[src/sv/mafr_pkg.sv]
// shared types and constants for the moving-average frame rate unit
// no dependencies; used by every module of the block

package mafr_pkg;

  // default sizing of the block
  localparam int WINDOW_MAX_DEF = 64;
  localparam int STAMP_BITS_DEF = 32;

  // fixed field widths
  localparam int WIN_CFG_W  = 7;
  localparam int TICK_W     = 32;
  localparam int RATE_W     = 32;
  localparam int INTERVAL_W = 32;
  localparam int CFG_DATA_W = 32;
  localparam int CFG_IDX_W  = 1;
  localparam int FRAC_BITS  = 8;

  // numerator tick_rate * w * 2^FRAC_BITS
  localparam int NUM_W = TICK_W + WIN_CFG_W + FRAC_BITS;

  // register indexes
  localparam logic [CFG_IDX_W-1:0] REG_WINDOW = 1'b0;
  localparam logic [CFG_IDX_W-1:0] REG_TICK   = 1'b1;

  // register reset values
  localparam logic [WIN_CFG_W-1:0] WIN_RESET  = 7'd8;
  localparam logic [TICK_W-1:0]    TICK_RESET = 32'd1000;

  // divider status back to the sequencer
  typedef struct packed {
    logic busy;
    logic done;
  } div_stat_t;

endpackage

[src/sv/mafr_ram.sv]
// generic single-write, single-read ram with registered read data
// depends on mafr_pkg for default sizing

module mafr_ram #(
  parameter int WIDTH = mafr_pkg::STAMP_BITS_DEF,
  parameter int DEPTH = mafr_pkg::WINDOW_MAX_DEF
) (
  input  logic                     clk,
  input  logic                     we,
  input  logic [$clog2(DEPTH)-1:0] waddr,
  input  logic [WIDTH-1:0]         wdata,
  input  logic [$clog2(DEPTH)-1:0] raddr,
  output logic [WIDTH-1:0]         rdata
);

  logic [WIDTH-1:0] mem_r [DEPTH];
  logic [WIDTH-1:0] rdata_r;

  // write port and registered read port
  always_ff @(posedge clk) begin
    if (we) begin
      mem_r[waddr] <= wdata;
    end
    rdata_r <= mem_r[raddr];
  end

  assign rdata = rdata_r;

endmodule

[src/sv/mafr_div.sv]
// iterative restoring divider, one quotient bit per cycle
// depends on mafr_pkg for default widths and the status struct

module mafr_div #(
  parameter int NUM_W = mafr_pkg::NUM_W,
  parameter int DEN_W = mafr_pkg::STAMP_BITS_DEF + $clog2(mafr_pkg::WINDOW_MAX_DEF)
) (
  input  logic                clk,
  input  logic                rst_n,
  input  logic                start,
  input  logic [NUM_W-1:0]    num,
  input  logic [DEN_W-1:0]    den,
  output mafr_pkg::div_stat_t stat,
  output logic [NUM_W-1:0]    quot
);

  localparam int CNT_W = $clog2(NUM_W + 1);

  logic [CNT_W-1:0] cnt_r;
  logic             busy_r;
  logic             done_r;
  logic [DEN_W-1:0] rem_r;
  logic [DEN_W-1:0] den_r;
  logic [NUM_W-1:0] qn_r;

  logic [DEN_W:0]   shifted;
  logic [DEN_W:0]   diff;
  logic             take;

  // one compare and subtract step
  always_comb begin
    shifted = {rem_r, qn_r[NUM_W-1]};
    diff    = shifted - {1'b0, den_r};
    take    = (shifted >= {1'b0, den_r});
  end

  // control
  always_ff @(posedge clk) begin
    if (!rst_n) begin
      busy_r <= 1'b0;
      done_r <= 1'b0;
      cnt_r  <= '0;
    end else begin
      done_r <= busy_r && (cnt_r == CNT_W'(1));
      if (start) begin
        busy_r <= 1'b1;
        cnt_r  <= CNT_W'(NUM_W);
      end else if (busy_r) begin
        cnt_r <= cnt_r - CNT_W'(1);
        if (cnt_r == CNT_W'(1)) begin
          busy_r <= 1'b0;
        end
      end
    end
  end

  // datapath: remainder and numerator/quotient shift register
  always_ff @(posedge clk) begin
    if (start) begin
      rem_r <= '0;
      den_r <= den;
      qn_r  <= num;
    end else if (busy_r) begin
      rem_r <= take ? diff[DEN_W-1:0] : shifted[DEN_W-1:0];
      qn_r  <= {qn_r[NUM_W-2:0], take};
    end
  end

  assign stat.busy = busy_r;
  assign stat.done = done_r;
  assign quot      = qn_r;

endmodule

[src/sv/moving_average_frame_rate_unit.sv]
// top level of the moving-average frame rate unit: sequencer, ring and total
// depends on mafr_pkg, mafr_ram and mafr_div
//
//   channel | ports                          | direction
//   --------+--------------------------------+----------
//   in      | in_valid in_stall in_timestamp | word in
//   out     | out_valid out_stall out_rate   | word out
//           | out_interval                   |
//   cfg     | cfg_we cfg_idx cfg_wdata       | write only
//
// a new nonzero interval: ring read, total and numerator (S_OLD), divider load
// (S_START), one quotient bit per cycle (S_DIV), result (S_FIN), then back to
// S_IDLE for the next word. first word and zero interval go from S_IDLE straight
// to the result. reset clears the ring through valid bits.
// in_stall is high while a word is in work; a stalled result waits in the
// output register and the next word is taken meanwhile.

module moving_average_frame_rate_unit #(
  parameter int WINDOW_MAX = mafr_pkg::WINDOW_MAX_DEF,
  parameter int STAMP_BITS = mafr_pkg::STAMP_BITS_DEF
) (
  input  logic                            clk,
  input  logic                            rst_n,
  input  logic                            in_valid,
  output logic                            in_stall,
  input  logic [STAMP_BITS-1:0]           in_timestamp,
  output logic                            out_valid,
  input  logic                            out_stall,
  output logic [mafr_pkg::RATE_W-1:0]     out_rate,
  output logic [mafr_pkg::INTERVAL_W-1:0] out_interval,
  input  logic                            cfg_we,
  input  logic [mafr_pkg::CFG_IDX_W-1:0]  cfg_idx,
  input  logic [mafr_pkg::CFG_DATA_W-1:0] cfg_wdata
);

  localparam int PTR_W = $clog2(WINDOW_MAX);
  localparam int TOT_W = STAMP_BITS + $clog2(WINDOW_MAX);
  localparam int WIN_W = mafr_pkg::WIN_CFG_W;
  localparam int NUM_W = mafr_pkg::NUM_W;
  localparam int RATE_W = mafr_pkg::RATE_W;

  // sequencer states
  localparam logic [2:0] S_IDLE  = 3'd0;
  localparam logic [2:0] S_OLD   = 3'd1;
  localparam logic [2:0] S_START = 3'd2;
  localparam logic [2:0] S_DIV   = 3'd3;
  localparam logic [2:0] S_FIN   = 3'd4;

  logic [2:0]              state_r;
  logic [2:0]              state_nxt;

  // configuration
  logic [WIN_W-1:0]        win_r;
  logic [mafr_pkg::TICK_W-1:0] tick_r;

  // block state
  logic [STAMP_BITS-1:0]   last_r;
  logic                    started_r;
  logic [WINDOW_MAX-1:0]   vld_r;
  logic [TOT_W-1:0]        total_r;
  logic [PTR_W-1:0]        ptr_r;

  // work registers
  logic [PTR_W-1:0]        idx_r;
  logic [STAMP_BITS-1:0]   diff_r;
  logic [NUM_W-1:0]        num_r;
  logic [RATE_W-1:0]       res_rate_r;
  logic [mafr_pkg::INTERVAL_W-1:0] res_int_r;

  // output register
  logic                    out_valid_r;
  logic [RATE_W-1:0]       out_rate_r;
  logic [mafr_pkg::INTERVAL_W-1:0] out_int_r;

  logic                    in_acc;
  logic                    out_free;
  logic [WIN_W-1:0]        w_eff;
  logic [PTR_W-1:0]        idx_cur;
  logic [PTR_W-1:0]        ptr_next;
  logic [STAMP_BITS-1:0]   diff_cur;
  logic [STAMP_BITS-1:0]   rd_data;
  logic [STAMP_BITS-1:0]   old_val;
  logic [TOT_W-1:0]        total_nxt;
  logic [NUM_W-1:0]        num_nxt;
  logic [RATE_W-1:0]       rate_sat;
  logic                    div_start;
  mafr_pkg::div_stat_t     div_stat;
  logic [NUM_W-1:0]        div_quot;

  assign in_acc   = in_valid && !in_stall;
  assign in_stall = (state_r != S_IDLE);
  assign out_free = !out_valid_r || !out_stall;

  // effective window, clamped to 1..WINDOW_MAX
  always_comb begin
    if (win_r == '0) begin
      w_eff = WIN_W'(1);
    end else if (32'(win_r) > WINDOW_MAX) begin
      w_eff = WIN_W'(WINDOW_MAX);
    end else begin
      w_eff = win_r;
    end
  end

  // ring slot for this word and the slot after it
  always_comb begin
    idx_cur  = (32'(ptr_r) >= 32'(w_eff)) ? '0 : ptr_r;
    ptr_next = (32'(idx_r) + 32'd1 >= 32'(w_eff)) ? '0 : PTR_W'(32'(idx_r) + 32'd1);
    diff_cur = in_timestamp - last_r;
  end

  // total update and numerator
  always_comb begin
    old_val   = vld_r[idx_r] ? rd_data : '0;
    total_nxt = total_r - TOT_W'(old_val) + TOT_W'(diff_r);
    num_nxt   = (NUM_W'(tick_r) * NUM_W'(w_eff)) << mafr_pkg::FRAC_BITS;
  end

  // quotient saturation
  always_comb begin
    if (total_r == '0) begin
      rate_sat = '0;
    end else if (|div_quot[NUM_W-1:RATE_W]) begin
      rate_sat = '1;
    end else begin
      rate_sat = div_quot[RATE_W-1:0];
    end
  end

  // next state
  always_comb begin
    state_nxt = state_r;
    unique case (state_r)
      S_IDLE: begin
        if (in_acc) begin
          if (started_r && (diff_cur != '0)) begin
            state_nxt = S_OLD;
          end else begin
            state_nxt = S_FIN;
          end
        end
      end
      S_OLD:   state_nxt = S_START;
      S_START: state_nxt = S_DIV;
      S_DIV: begin
        if (div_stat.done) begin
          state_nxt = S_FIN;
        end
      end
      S_FIN: begin
        if (out_free) begin
          state_nxt = S_IDLE;
        end
      end
      default: state_nxt = S_IDLE;
    endcase
  end

  assign div_start = (state_r == S_START);

  // control state, configuration and ring bookkeeping
  always_ff @(posedge clk) begin
    if (!rst_n) begin
      state_r     <= S_IDLE;
      win_r       <= mafr_pkg::WIN_RESET;
      tick_r      <= mafr_pkg::TICK_RESET;
      last_r      <= '0;
      started_r   <= 1'b0;
      vld_r       <= '0;
      total_r     <= '0;
      ptr_r       <= '0;
      out_valid_r <= 1'b0;
    end else begin
      state_r <= state_nxt;
      // configuration writes, expected only while no word is in work
      if (cfg_we) begin
        unique case (cfg_idx)
          mafr_pkg::REG_WINDOW: begin
            win_r   <= cfg_wdata[WIN_W-1:0];
            vld_r   <= '0;
            total_r <= '0;
            ptr_r   <= '0;
          end
          mafr_pkg::REG_TICK: tick_r <= cfg_wdata[mafr_pkg::TICK_W-1:0];
          default: ;
        endcase
      end
      if ((state_r == S_IDLE) && in_acc) begin
        started_r <= 1'b1;
        last_r    <= in_timestamp;
      end
      // retire the old interval and store the new one
      if (state_r == S_OLD) begin
        total_r      <= total_nxt;
        vld_r[idx_r] <= 1'b1;
        ptr_r        <= ptr_next;
      end
      // output register
      if ((state_r == S_FIN) && out_free) begin
        out_valid_r <= 1'b1;
      end else if (!out_stall) begin
        out_valid_r <= 1'b0;
      end
    end
  end

  // payload registers
  always_ff @(posedge clk) begin
    if ((state_r == S_IDLE) && in_acc) begin
      idx_r      <= idx_cur;
      diff_r     <= diff_cur;
      res_rate_r <= '0;
      res_int_r  <= started_r ? mafr_pkg::INTERVAL_W'(diff_cur) : '0;
    end
    if (state_r == S_OLD) begin
      num_r <= num_nxt;
    end
    if ((state_r == S_DIV) && div_stat.done) begin
      res_rate_r <= rate_sat;
    end
    if ((state_r == S_FIN) && out_free) begin
      out_rate_r <= res_rate_r;
      out_int_r  <= res_int_r;
    end
  end

  // interval ring
  mafr_ram #(
    .WIDTH (STAMP_BITS),
    .DEPTH (WINDOW_MAX)
  ) u_ring (
    .clk   (clk),
    .we    (state_r == S_OLD),
    .waddr (idx_r),
    .wdata (diff_r),
    .raddr (idx_cur),
    .rdata (rd_data)
  );

  // divider for the rate
  mafr_div #(
    .NUM_W (NUM_W),
    .DEN_W (TOT_W)
  ) u_div (
    .clk   (clk),
    .rst_n (rst_n),
    .start (div_start),
    .num   (num_r),
    .den   (total_r),
    .stat  (div_stat),
    .quot  (div_quot)
  );

  assign out_valid    = out_valid_r;
  assign out_rate     = out_rate_r;
  assign out_interval = out_int_r;

endmodule
[config.mk]
export PLATFORM = sky130hd
export DESIGN_NAME = moving_average_frame_rate_unit
export DESIGN_NICKNAME = d
export VERILOG_FILES = /design/src/sv/mafr_pkg.sv /design/src/sv/mafr_ram.sv /design/src/sv/mafr_div.sv /design/src/sv/moving_average_frame_rate_unit.sv
export SDC_FILE = /design/constraint.sdc
export NUM_CORES = 2
export LEC_CHECK = 0
export ABC_AREA = 1
export BUFFER_PORTS_ARGS = -buffer_cell sky130_fd_sc_hd__clkbuf_2
export CORE_MARGIN = 10
export CORE_UTILIZATION = 30
export DETAILED_ROUTE_END_ITERATION = 8
export PLACE_DENSITY = 0.48
export RECOVER_POWER = 50
export SLEW_MARGIN = 20
export SYNTH_ARGS = -nofsm -noshare
export SYNTH_HDL_FRONTEND = slang
export SYNTH_HIERARCHICAL = 1
export SYNTH_SLANG_ARGS = --single-unit
[constraint.sdc]
create_clock -name clk -period 6.2 [get_ports clk]
set_input_delay 0.31 -clock clk [delete_from_list [all_inputs] [get_ports clk]]
set_output_delay 0.31 -clock clk [all_outputs]
set_load 0.03 [all_outputs]
==> results.toml <==
[outcome]
status = "finished, violations left"
violations = "capacitance limit, slew limit"

[route]
drt_iter0_drc = 7862
wl_met2_mm = 171.4
remaining_drc_errors = 0
via_per_inst = 4.884
ant_nets = 0
highest_layer = "met5"
wl_met1_mm = 177.5
num_vias = 83710
wl_met3_mm = 22.79
firstDrtPassIters = 6
wl_per_cell_um = 22.48
wirelength_mm = 385.3

[critical_path]
path_max_fanout = 159
r2r-end = "u_ring/rdata[10]"
cp_common_cell = "nand2_1"
cp_data_arrival_time_ps = 6270
ff2ff_path_depth = 27
critPathRequiredTime_ps = 7000
reg2reg_from = "win_r[5]"
crit_path_end_kind = "register"
slowest_delay_ps = 570
cp-start-kind = "register"
criticalPathCategory = "register to register"
reg2reg_slack_ps = 720
slowest_stage = "inv_16"

[global_route]
antenna_found_initial = 24
grt_overflow = 0
grt_pass1_vias = 80180
grt_usage_pct = 17.74
grt_pass1_wl_mm = 561.8
grt_max_degree = 160

[timing]
maxSlewHeadroom_pct = -161.7
finalHoldViolCount = 0
finalCritPeriodShare_pct = 88.31
fmaxAchievable_ghz = 0.1826
tightest_slew_ps = 3926
finalSetupViolCount = 0
maxSlewViolCount = 2426
final.setup.tns_ps = 0
fin_crit_ps = 5475
fin_worst_skew_ps = 80.01
hold_ws_ps = 232.8
rsz0062_at_grt = "false"

[clocking]
clk_latency_ps = 940
clockBufferDepth = 4
cts_setup_buffers = 0
clkTransAtPathRegs_ps = 60
cts_made_buffers = 288
cts_sinks = 2600
htree_levels = 5
cts_tree = "yes"
cts-root-buf = "clkbuf_16"

[floorplanning]
fp.coreArea_um2 = 393100
io_pins = 136
start_util_pct = 30.15
die_area_um2 = 420600
fp.dieW_um = 648.6
rows = 230
die_height_um = 648.6

[min_path]
hp-class = "primary input to register"
worstHoldPathCells = 4
min_to = "last_r[0]"
holdCritStartpoint = "in_timestamp[0]"

[finish]
multiInputGateArea_um2 = 37390
final.fill_count = 39790
drive_gt1_share_pct = 7.112
final_util_pct = 34.60
seq_area_um2 = 75450
nNetsFinal = 12120
area_growth_pct = 14.76

[placement]
gp_congestion = 0.8841
portBuffers = 135
dp_hpwl_mm = 237.2

[logic_synthesis]
netlist_instances = 11450
ys.warnings.count = 6
synth.avg_cell_area_um2 = 10.35
synth_area_um2 = 118500

[job]
cap_viol_max_count = 45

[pwr]
powerDensity_nw_per_um2 = 415.8
max-vdd-ir-drop_mv = 0.2468
p_leak_nw = 51.50
cell usage in the layout (no fill, tap or decap), drive strengths merged, types with 2 or more instances in the layout:
cell and instances:
a21boi 4, diode 11, inv 918, xnor2 32
nand4 45, o21ai 170, bufinv 17, clkbuf 569
clkinvlp 7, dlygate4sd3 76, o211ai 9, o221ai 3
xor2 38, edfxtp 2338, ha 183, and3 2
o21a 10, or2 7, nor2 542, o21bai 12
nand3b 20, nand2 3485, and2 8, fa 183
a21oi 337, clkinv 104, o2bb2ai 2, conb 8
dfxtp 262, a22o 2, a22oi 10, a31oi 29
a21o 14, o31ai 3, a221oi 7, nand3 2109
buf 244, nor3 69, nor4 24
critical path, delay by kind of cell, from the launching register on:
| family | cells | cell delay (ps) |
|---|---|---|
| flip-flops | 1 | 390 |
| buffers and inverters | 6 | 1890 |
| AND/OR/NAND/NOR | 14 | 1980 |
| AO/OA/AOI/OAI | 6 | 660 |
| adder cells (fa/ha/maj) | 1 | 320 |
metrics by stage:
stage / instance area, um^2 / setup slack, ps / std cells / power (mW)
floorplan: 118600 / 12.79 / 11460 / 33.17
detailed placement: 126400 / 792.6 / 16540 / 39.89
global route: 136000 / 303.1 / 17130 / 59.46
finish: 136000 / 724.8 / 17140 / 56.56
CTS: 136300 / 773.0 / 17130 / 56.85
global placement: 126400 / 763.1 / 16540 / 39.87
worst max-delay path by stage:
stage	endpoint	cells past startpoint	slack, ps	from
after floorplan	u_ring/mem_r[48][0]	7	10	state_r[2]
after global placement	num_r[41]	27	760	win_r[6]
after detailed placement	num_r[41]	26	790	win_r[6]
after CTS	num_r[39]	20	770	win_r[6]
after global routing	u_ring/rdata[28]	27	300	win_r[5]
final	u_ring/rdata[10]	27	720	win_r[5]
final cells by class:
| type | instances | area share [%] |
|---|---|---|
| flip-flops and latches | 2600 | 55.47 |
| multi-input cells | 7374 | 27.49 |
| diodes | 11 | 0.02024 |
| clock buffers | 380 | 5.785 |
| inverters | 914 | 2.553 |
| well taps | 5220 | 4.802 |
| clock inverters | 132 | 0.9152 |
| repair buffers | 509 | 2.964 |
per-layer routing:
metal,GRT usage [%],up-vias
met1,25.54,41330
met5,0,-
met2,27.63,2471
met4,5.779,6
met3,2.353,513
li1,-,39390
state kept, by name, summed over array words and instances (netlist names), 6 cells and up:
register      cells
u_ring/mem_r   2048
vld_r            64
u_div/quot       47
num_r            39
total_r          38
u_div/den_r      38
u_div/rem_r      38
diff_r           32
last_r           32
out_interval     32
out_rate         32
res_int_r        32
res_rate_r       32
tick_r           32
u_ring/rdata     32
win_r             7
idx_r             6
ptr_r             6
u_div/cnt_r       6
report_power, final:
group	leakage, nW	switching [mW]	total, mW	internal, mW
registers	23.3	0.821	23.5	22.7
clock network	4.43	7.14	16.8	9.67
logic	23.8	12.3	16.2	3.93
repair_timing:
action                                 CTS  global route
gates resized for setup                  0             0
hold buffers                            76             0
endpoints found under the hold margin  100             0
No activity file was read; power rests on OpenSTA's default activity.
